--- config.mk ---
export PLATFORM = sky130hd
export DESIGN_NAME = multi_slot_parameter_slide_core
export DESIGN_NICKNAME = d
export VERILOG_FILES = /design/src/rtl/mps_pkg.sv /design/src/rtl/mps_ram.sv /design/src/rtl/multi_slot_parameter_slide_core.sv
export SDC_FILE = /design/constraint.sdc
export NUM_CORES = 2
export LEC_CHECK = 0
export ABC_AREA = 0
export BUFFER_PORTS_ARGS = -buffer_cell sky130_fd_sc_hd__buf_2
export CORE_MARGIN = 1
export CORE_UTILIZATION = 60
export CTS_BUF_LIST = sky130_fd_sc_hd__clkbuf_4
export CTS_CLUSTER_DIAMETER = 100
export CTS_CLUSTER_SIZE = 25
export DETAILED_ROUTE_END_ITERATION = 8
export GPL_TIMING_DRIVEN = 0
export HOLD_SLACK_MARGIN = 0.15
export PLACE_DENSITY_LB_ADDON = 0.25
export SYNTH_ARGS = -nofsm -noshare
export SYNTH_HDL_FRONTEND = slang
export SYNTH_SLANG_ARGS = --single-unit
--- constraint.sdc ---
create_clock -name clk -period 15.5 [get_ports clk]
set_clock_uncertainty 0.05 [all_clocks]
set_input_delay 3.1 -clock clk [delete_from_list [all_inputs] [get_ports clk]]
set_output_delay 3.1 -clock clk [all_outputs]
set_load 0.01 [all_outputs]
--- src/rtl/mps_pkg.sv ---
// Package: shared types and codes for the multi-slot parameter slide block.
`default_nettype none
package mps_pkg;

	// Operation codes of a request
	localparam logic [1:0] OP_SAMPLE = 2'd0;
	localparam logic [1:0] OP_TWEAK  = 2'd1;
	localparam logic [1:0] OP_SLIDE  = 2'd2;

	// Configuration register indices
	localparam logic [1:0] REG_PERIOD = 2'd0;
	localparam logic [1:0] REG_SPT    = 2'd1;
	localparam logic [1:0] REG_PCOUNT = 2'd2;

	localparam int FRAC_BITS = 15;
	localparam int DIV_BITS  = 49;

	typedef enum logic [3:0] {
		ST_IDLE,
		ST_TWEAK,
		ST_FIND_RD,
		ST_FIND_CHK,
		ST_MUL,
		ST_DIV,
		ST_FIN,
		ST_WALK_RD,
		ST_WALK_EX,
		ST_WALK_EM
	} state_t;

	// One slot entry, signed 17.15 values
	typedef struct packed {
		logic [7:0]         param;
		logic signed [31:0] value;
		logic signed [31:0] goal;
		logic signed [31:0] step;
	} slot_t;

endpackage
`default_nettype wire

--- src/rtl/mps_ram.sv ---
// Generic simple dual-port RAM with registered read.
`default_nettype none
module mps_ram #(
	parameter int WIDTH = 8,
	parameter int DEPTH = 8
) (
	input  wire logic                                  clk,
	input  wire logic                                  we,
	input  wire logic [(DEPTH > 1 ? $clog2(DEPTH) : 1)-1:0] waddr,
	input  wire logic [WIDTH-1:0]                      wdata,
	input  wire logic [(DEPTH > 1 ? $clog2(DEPTH) : 1)-1:0] raddr,
	output logic      [WIDTH-1:0]                      rdata
);
	logic [WIDTH-1:0] mem_q [DEPTH];

	always_ff @(posedge clk) begin
		if (we) begin
			mem_q[waddr] <= wdata;
		end
		rdata <= mem_q[raddr];
	end
endmodule
`default_nettype wire

--- src/rtl/multi_slot_parameter_slide_core.sv ---
// Top level: multi-slot linear parameter slide engine.
// Flow: a direct tweak result passes through ST_TWEAK into the output registers; a sample step
//   emits one result per moving slot, each slot passing ST_WALK_RD, ST_WALK_EX and ST_WALK_EM.
// Throughput: one request at a time; a slide start holds busy through the multiply, divider
//   and write-back states (ST_MUL, ST_DIV, ST_FIN), with the bit-serial 49-step divider for the
//   step size, after the slot search (ST_FIND_RD, ST_FIND_CHK) while a slide is running.
// Reset (arst_n low) clears control state and slot busy flags; slot RAM needs no clear.
// Results cannot be stalled: strobe is high for exactly one cycle per result.
`default_nettype none
module multi_slot_parameter_slide_core #(
	parameter int SLOTS = 8
) (
	input  wire logic               clk,
	input  wire logic               arst_n,
	input  wire logic               start,
	output logic                    busy,
	input  wire logic [1:0]         operation,
	input  wire logic [7:0]         param_index,
	input  wire logic [15:0]        target_raw,
	input  wire logic signed [16:0] param_min,
	input  wire logic signed [16:0] param_max,
	input  wire logic signed [16:0] present_value,
	input  wire logic               cfg_we,
	input  wire logic [1:0]         cfg_index,
	input  wire logic [15:0]        cfg_data,
	output logic                    strobe,
	output logic [7:0]              out_param,
	output logic signed [17:0]      out_value,
	output logic                    last
);
	localparam int SW = (SLOTS > 1) ? $clog2(SLOTS) : 1;
	localparam int EW = $bits(mps_pkg::slot_t);

	mps_pkg::state_t state_q, state_d;

	// configuration
	logic [15:0] period_q, spt_q;
	logic [8:0]  pcount_q;

	// slide control
	logic              active_q;
	logic [15:0]       cd_q;
	logic [SLOTS-1:0]  busy_q;
	logic [SW:0]       slot_q;
	logic              moving_q;
	logic              found_q;
	logic [SW-1:0]     free_q, chosen_q;

	// latched request
	logic [7:0]         idx_q;
	logic signed [17:0] goal18_q;
	logic signed [16:0] cur_q;

	// step computation
	logic [33:0]          mul_q;
	logic                 neg_q, dnz_q;
	logic [15:0]          rem_q;
	logic [mps_pkg::DIV_BITS-1:0] dq_q;
	logic [5:0]           cnt_q;

	// walk result
	logic signed [32:0] v_q;
	logic [7:0]         vparam_q;
	logic               vlast_q;

	// output registers
	logic               strobe_q, last_q;
	logic [7:0]         oparam_q;
	logic signed [17:0] ovalue_q;

	// RAM
	logic              ram_we;
	logic [SW-1:0]     ram_waddr, ram_raddr;
	mps_pkg::slot_t    ram_wdata, ram_rdata;
	logic [EW-1:0]     ram_rbits;

	mps_ram #(.WIDTH(EW), .DEPTH(SLOTS)) u_slot_ram (
		.clk   (clk),
		.we    (ram_we),
		.waddr (ram_waddr),
		.wdata (ram_wdata),
		.raddr (ram_raddr),
		.rdata (ram_rbits)
	);
	assign ram_rdata = mps_pkg::slot_t'(ram_rbits);

	// --- shared combinational values ---
	logic               accept;
	logic               idx_ok;
	logic signed [18:0] sum19;
	logic signed [17:0] clamp18;
	logic [15:0]        per_eff, spt_eff;
	logic [SW-1:0]      si;
	logic               slot_end;
	logic signed [18:0] d0;
	logic [17:0]        dmag;
	logic [16:0]        rem_t;
	logic               qbit;
	logic [30:0]        mag31;
	logic signed [31:0] step_raw, step_fin;
	logic signed [32:0] v_sum, goal33;
	logic               snap;
	logic signed [32:0] v_tr;

	assign accept   = start && !busy;
	assign idx_ok   = {1'b0, param_index} < pcount_q;
	assign per_eff  = (period_q == '0) ? 16'd1 : period_q;
	assign spt_eff  = (spt_q == '0) ? 16'd1 : spt_q;
	assign si       = slot_q[SW-1:0];
	assign slot_end = slot_q == (SW+1)'(SLOTS);

	// offset by minimum, clamp to maximum
	assign sum19   = $signed({3'b000, target_raw}) + 19'(param_min);
	assign clamp18 = (sum19 > 19'(param_max)) ? 18'(param_max) : sum19[17:0];

	// goal minus present, integer part
	assign d0   = 19'(goal18_q) - 19'(cur_q);
	assign dmag = d0[18] ? 18'(-d0) : d0[17:0];

	// restoring divider step
	assign rem_t = {rem_q, dq_q[mps_pkg::DIV_BITS-1]};
	assign qbit  = rem_t >= {1'b0, spt_eff};

	// saturate, sign and force a minimum step of one LSB
	assign mag31    = (|dq_q[mps_pkg::DIV_BITS-1:31]) ? 31'h7FFF_FFFF : dq_q[30:0];
	assign step_raw = neg_q ? -$signed({1'b0, mag31}) : $signed({1'b0, mag31});
	assign step_fin = (mag31 == '0 && dnz_q) ? (neg_q ? -32'sd1 : 32'sd1) : step_raw;

	// advance one slot
	assign v_sum  = 33'(ram_rdata.value) + 33'(ram_rdata.step);
	assign goal33 = 33'(ram_rdata.goal);
	assign snap   = ram_rdata.step[31] ? (v_sum <= goal33) : (v_sum >= goal33);

	// truncate toward zero
	assign v_tr = v_q + (v_q[32] ? 33'sd32767 : 33'sd0);

	// --- next state ---
	always_comb begin
		state_d = state_q;
		unique case (state_q)
			mps_pkg::ST_IDLE: begin
				if (accept) begin
					case (operation)
						mps_pkg::OP_SAMPLE: begin
							if (active_q && cd_q <= 16'd1) state_d = mps_pkg::ST_WALK_RD;
						end
						mps_pkg::OP_TWEAK: begin
							if (idx_ok) state_d = mps_pkg::ST_TWEAK;
						end
						mps_pkg::OP_SLIDE: begin
							if (idx_ok) state_d = active_q ? mps_pkg::ST_FIND_RD : mps_pkg::ST_MUL;
						end
						default: state_d = mps_pkg::ST_IDLE;
					endcase
				end
			end
			mps_pkg::ST_TWEAK: state_d = mps_pkg::ST_IDLE;
			mps_pkg::ST_FIND_RD: begin
				if (slot_end) state_d = found_q ? mps_pkg::ST_MUL : mps_pkg::ST_TWEAK;
				else if (busy_q[si]) state_d = mps_pkg::ST_FIND_CHK;
			end
			mps_pkg::ST_FIND_CHK: begin
				state_d = (ram_rdata.param == idx_q) ? mps_pkg::ST_MUL : mps_pkg::ST_FIND_RD;
			end
			mps_pkg::ST_MUL: state_d = mps_pkg::ST_DIV;
			mps_pkg::ST_DIV: begin
				// load cycle, then one cycle per dividend bit
				if (cnt_q == 6'(mps_pkg::DIV_BITS)) state_d = mps_pkg::ST_FIN;
			end
			mps_pkg::ST_FIN: state_d = mps_pkg::ST_IDLE;
			mps_pkg::ST_WALK_RD: begin
				if (slot_end) state_d = mps_pkg::ST_IDLE;
				else if (busy_q[si]) state_d = mps_pkg::ST_WALK_EX;
			end
			mps_pkg::ST_WALK_EX: state_d = mps_pkg::ST_WALK_EM;
			mps_pkg::ST_WALK_EM: state_d = mps_pkg::ST_WALK_RD;
			default: state_d = mps_pkg::ST_IDLE;
		endcase
	end

	// --- RAM port and handshake outputs ---
	always_comb begin
		busy      = state_q != mps_pkg::ST_IDLE;
		ram_raddr = si;
		ram_we    = 1'b0;
		ram_waddr = si;
		ram_wdata = ram_rdata;
		case (state_q)
			mps_pkg::ST_FIN: begin
				ram_we          = 1'b1;
				ram_waddr       = chosen_q;
				ram_wdata.param = idx_q;
				ram_wdata.value = {cur_q, 15'b0};
				ram_wdata.goal  = {goal18_q[16:0], 15'b0};
				ram_wdata.step  = step_fin;
			end
			mps_pkg::ST_WALK_EX: begin
				ram_we          = 1'b1;
				ram_wdata.value = snap ? ram_rdata.goal : v_sum[31:0];
			end
			default: ram_we = 1'b0;
		endcase
	end

	// --- control registers ---
	always_ff @(posedge clk or negedge arst_n) begin
		if (!arst_n) begin
			state_q  <= mps_pkg::ST_IDLE;
			period_q <= 16'd64;
			spt_q    <= 16'd1000;
			pcount_q <= 9'd256;
			active_q <= 1'b0;
			cd_q     <= '0;
			busy_q   <= '0;
			slot_q   <= '0;
			moving_q <= 1'b0;
			found_q  <= 1'b0;
			cnt_q    <= '0;
			strobe_q <= 1'b0;
		end else begin
			state_q  <= state_d;
			strobe_q <= 1'b0;
			if (cfg_we) begin
				unique case (cfg_index)
					mps_pkg::REG_PERIOD: period_q <= cfg_data;
					mps_pkg::REG_SPT:    spt_q    <= cfg_data;
					mps_pkg::REG_PCOUNT: pcount_q <= cfg_data[8:0];
					default:             period_q <= period_q;
				endcase
			end
			case (state_q)
				mps_pkg::ST_IDLE: begin
					slot_q   <= '0;
					found_q  <= 1'b0;
					moving_q <= 1'b0;
					if (accept && operation == mps_pkg::OP_SAMPLE && active_q) begin
						if (cd_q > 16'd1) cd_q <= cd_q - 16'd1;
						else cd_q <= (cd_q == '0) ? per_eff - 16'd1 : per_eff;
					end
					// no slide running: every slot is free, take slot 0
					if (accept && operation == mps_pkg::OP_SLIDE && !active_q) begin
						busy_q <= '0;
					end
				end
				mps_pkg::ST_TWEAK: strobe_q <= 1'b1;
				mps_pkg::ST_FIND_RD: begin
					if (!slot_end && !busy_q[si]) begin
						found_q <= 1'b1;
						slot_q  <= slot_q + 1'b1;
					end
				end
				mps_pkg::ST_FIND_CHK: begin
					if (ram_rdata.param != idx_q) slot_q <= slot_q + 1'b1;
				end
				mps_pkg::ST_MUL: cnt_q <= '0;
				mps_pkg::ST_DIV: cnt_q <= cnt_q + 6'd1;
				mps_pkg::ST_FIN: begin
					busy_q[chosen_q] <= step_fin != '0;
					active_q         <= 1'b1;
					cd_q             <= '0;
				end
				mps_pkg::ST_WALK_RD: begin
					if (slot_end) active_q <= moving_q;
					else if (!busy_q[si]) slot_q <= slot_q + 1'b1;
				end
				mps_pkg::ST_WALK_EX: begin
					if (snap) busy_q[si] <= 1'b0;
					else moving_q <= 1'b1;
				end
				mps_pkg::ST_WALK_EM: begin
					strobe_q <= 1'b1;
					slot_q   <= slot_q + 1'b1;
				end
				default: strobe_q <= 1'b0;
			endcase
		end
	end

	// --- datapath registers ---
	always_ff @(posedge clk) begin
		case (state_q)
			mps_pkg::ST_IDLE: begin
				idx_q    <= param_index;
				goal18_q <= clamp18;
				cur_q    <= present_value;
				chosen_q <= '0;
			end
			mps_pkg::ST_TWEAK: begin
				oparam_q <= idx_q;
				ovalue_q <= goal18_q;
				last_q   <= 1'b1;
			end
			mps_pkg::ST_FIND_RD: begin
				if (!slot_end && !busy_q[si] && !found_q) free_q <= si;
				if (slot_end) chosen_q <= free_q;
			end
			mps_pkg::ST_FIND_CHK: begin
				if (ram_rdata.param == idx_q) chosen_q <= si;
			end
			mps_pkg::ST_MUL: begin
				mul_q <= dmag * per_eff;
				neg_q <= d0[18];
				dnz_q <= d0 != '0;
				rem_q <= '0;
			end
			mps_pkg::ST_DIV: begin
				if (cnt_q == '0) begin
					// first step loads the dividend: |diff| * period in 34.15
					dq_q <= {mul_q, 15'b0};
				end else begin
					rem_q <= qbit ? 16'(rem_t - {1'b0, spt_eff}) : rem_t[15:0];
					dq_q  <= {dq_q[mps_pkg::DIV_BITS-2:0], qbit};
				end
			end
			mps_pkg::ST_WALK_EX: begin
				v_q      <= snap ? goal33 : v_sum;
				vparam_q <= ram_rdata.param;
				vlast_q  <= ((busy_q >> si) >> 1) == '0;
			end
			mps_pkg::ST_WALK_EM: begin
				oparam_q <= vparam_q;
				ovalue_q <= 18'(v_tr >>> mps_pkg::FRAC_BITS);
				last_q   <= vlast_q;
			end
			default: ;
		endcase
	end

	assign strobe    = strobe_q;
	assign out_param = oparam_q;
	assign out_value = ovalue_q;
	assign last      = last_q;

`ifndef SYNTHESIS
	// a moving slot always implies a running slide
	a_busy_active: assert property (@(posedge clk) disable iff (!arst_n)
		(busy_q != '0) |-> active_q) else $error("slot busy while slide idle");
	// results only come from the tweak or walk emit states
	a_strobe_src: assert property (@(posedge clk) disable iff (!arst_n)
		strobe_q |-> ($past(state_q) == mps_pkg::ST_TWEAK
			|| $past(state_q) == mps_pkg::ST_WALK_EM)) else $error("stray result");
	// divider never runs past its last step
	a_div_bound: assert property (@(posedge clk) disable iff (!arst_n)
		(state_q == mps_pkg::ST_DIV) |-> (cnt_q <= 6'(mps_pkg::DIV_BITS)))
		else $error("divider overrun");
`endif

endmodule
`default_nettype wire
==> summary.txt <==
CTS H-tree lvls = 2
Min-Delay Path Class = reg -> reg
WL per Instance = 28.4 um
Final Hold Fails = 0
Area Overhead vs Synth = 6.82%
vias in the first global route = 43000
Post-Layout Cell Count = 6752
Final HPWL DP = 139000 um
Crit path max-delay family = adder cells
Placed Instance Area = 66200 sq um
Die X = 326 um
CP startpoint kind = flop
final worst-path cycle share = 0.779
status = finished, violations left
TritonCTS Buffers = 57
slowest library cell on the worst path = edfxtp_1
Final ANT Viol Nets = 0
setup bufs post-CTS = 0
top post-synthesis cells by area = edfxtp_1, fa_1, ha_1
first-pass GRT wire length = 277000 um
placed cell count = 6636
most frequent CP cell = fa_1
largest net degree at the start of global routing = 51
Resized cells post-CTS = 0
worst path bufs/invs = 8
sequential area share after synthesis = 0.568
RSZ-0062 raised after global routing = false
max_cap viols = 4
fin crit period = 12.07 ns
Congestion Overflow GR = 0
vias per cell = 6.59
Slew HR = -0.0389
Synth Instances = 5084
clock buffer depth = 3
initial drt markers = 6529
layout cells sized above 1 = 0.0809
Max Slew Vio Count = 43
hold_ws = 0.349 ns
failing checks = capacitance limit, slew limit
vias = 44500
Port Buffer Count = 127
area of the core = 104000 sq um
Crit path arrival time = 12.88 ns
Synth Flop Type = edfxtp_1
Post-synth EDFFs = 1051
Avg Inst Size Synth = 12.4 sq um
DRC = 0
measured slew at the worst slew-check pin = 1.56 ns
crit path capture type = flop
syn_nets = 5679
antenna violations before repair = 11
post-route cell area = 67100 sq um
CTS root buf = clkbuf_4
fmax = 82.9 MHz
Netlist cell types = 85
Total GRT Usage = 0.357
CTS tree = yes
fin nets = 5912
Synth Register Bits = 1238
Critical Path Fanout Max = 10
worst skew pair latency = 1.18 ns
area share of the largest cell type after synthesis = 0.502
number of I/O pins = 128
Ys Warns = 0
Die Span Y = 326 um
final setup fails = 0
Reg clk slew, reported paths = 0.26 ns
final WL = 191000 um
clock sinks = 1238
critical path class = reg -> reg
Final Wtd Congestion = 0.984
synthesized area = 62900 sq um
Core Rows = 118
drt pass-1 iters = 6
Yosys top cell by area = edfxtp_1
Data required, critical path = 16.31 ns
critical path's largest stage delay = 0.71 ns
FFs w/ async S/R, synth = 0.0670
Initial Utilization = 0.606
hold buffer count at CTS = 0
setup TNS = 0 ns
die area = 106000 sq um
## flip-flops by register name, indices dropped and copies added (netlist names), 17 cells and up
signal            count
cur_q                17
u_slot_ram.mem_q    832
u_slot_ram.rdata    104
out_value            18
mul_q                34
dq_q                 49
goal18_q             18
v_q                  33
## worst paths after layout
kind,startpoint,end,slack (ns),cells after the start
worst min-delay path,u_slot_ram.mem_q[3][25]$_DFFE_PP_,u_slot_ram.rdata[25]$_DFF_P_,0.35,2
worst min register to register,u_slot_ram.mem_q[3][25]$_DFFE_PP_,u_slot_ram.rdata[25]$_DFF_P_,0.35,2
max in group asynchronous,arst_n,busy_q[3]$_DFFE_PN0P_,12.85,2
min in group asynchronous,arst_n,pcount_q[2]$_DFFE_PN0P_,1.85,1
worst max-delay path,goal18_q[0]$_DFFE_PP_,mul_q[33]$_DFFE_PP_,3.43,37
worst max register to register,goal18_q[0]$_DFFE_PP_,mul_q[33]$_DFFE_PP_,3.43,37
## synthesized netlist by cell type, types with 14 or more instances
cell	n
edfxtp_1	1051
nand2_1	485
a22oi_1	423
inv_1	374
ha_1	270
nor2_1	231
fa_1	226
clkbuf_1	213
o21ai_0	204
and2_1	146
a21oi_1	142
nand4_1	140
dfxtp_1	104
xnor2_1	101
mux2_2	89
dfrtp_1	75
a21o_1	72
nor3_1	70
nand3_1	67
xor2_1	52
nor2b_1	34
o21a_1	34
a211oi_1	32
nor4_1	32
a31oi_1	30
nand2b_1	27
and3_1	24
mux2i_1	23
buf_1	21
or3_1	20
o31ai_1	19
o211ai_1	17
o21bai_1	17
a22o_1	14
or4_1	14
## through the flow
stage / setup WS, ns / utilization
after global placement: 2.48 / 0.629
after floorplan: 6.15 / -
after global routing: 2.84 / 0.648
after detailed placement: 3.46 / 0.639
final: 3.43 / 0.648
after CTS: 3.31 / 0.647
## cell usage in the layout, fill, tap and decap left out, types with 20 or more instances in the layout
cell | synthesis | layout
edfxtp_1 | 1051 | 1051
nand2_1 | 485 | 485
a22oi_1 | 423 | 423
inv_1 | 374 | 372
ha_1 | 270 | 270
fa_1 | 226 | 226
nor2_1 | 231 | 222
clkbuf_1 | 213 | 211
o21ai_0 | 204 | 204
and2_1 | 146 | 146
a21oi_1 | 142 | 142
nand4_1 | 140 | 140
buf_2 | 5 | 133
dfxtp_1 | 104 | 104
xnor2_1 | 101 | 101
clkbuf_4 | 0 | 96
mux2_2 | 89 | 89
dfrtp_1 | 75 | 75
a21o_1 | 72 | 72
nor3_1 | 70 | 68
nand3_1 | 67 | 67
xor2_1 | 52 | 52
nor2b_1 | 34 | 34
o21a_1 | 34 | 34
a211oi_1 | 32 | 32
nor4_1 | 32 | 32
a31oi_1 | 30 | 30
buf_12 | 0 | 30
nand2b_1 | 27 | 27
and3_1 | 24 | 24
mux2i_1 | 23 | 23
or3_1 | 20 | 20
buf_1 | 21 | 20
## cells by family (layout without fill, tap and decap cells)
group           after synthesis  in the layout  share of synthesized area
other cells                   0              7                          0
xor+xnor                    153            153                     0.0213
mux                         113            113                     0.0200
compound gates             1124           1124                      0.123
simple gates               1341           1341                      0.104
buf+inv                     619            900                     0.0373
flops                      1238           1238                      0.568
fa+ha+maj                   496            496                      0.126
## tightest hold or removal path: stages (launching register included)
cell and delay [ns]:
edfxtp_1 0.37, a22oi_1 0.06, nand4_1 0.07
## cell type report
class / instances / area [sq um]
Timing Repair Buffer: 174 / 1610
Antenna cell: 7 / 17.5
Clock inverter: 11 / 125
Sequential cell: 1238 / 35700
Fill cell: 7780 / 36500
Buffer: 243 / 940
Clock buffer: 96 / 721
Inverter: 376 / 1410
Tap cell: 1380 / 1730
Multi-Input combinational cell: 3227 / 24900
## routing by layer
metal,share of wire,wire [um],vias to the layer above,track usage
met5,0.00035,67,-,0
met4,0.062,11900,10,0.188
met3,0.11,21300,578,0.0709
met2,0.46,88300,2823,0.571
met1,0.37,69900,21900,0.464
li1,-,-,19200,-
Power is left out: the tool's default activity adds up to more than one toggle a clock period on the data nets, which glitch-free logic cannot reach.
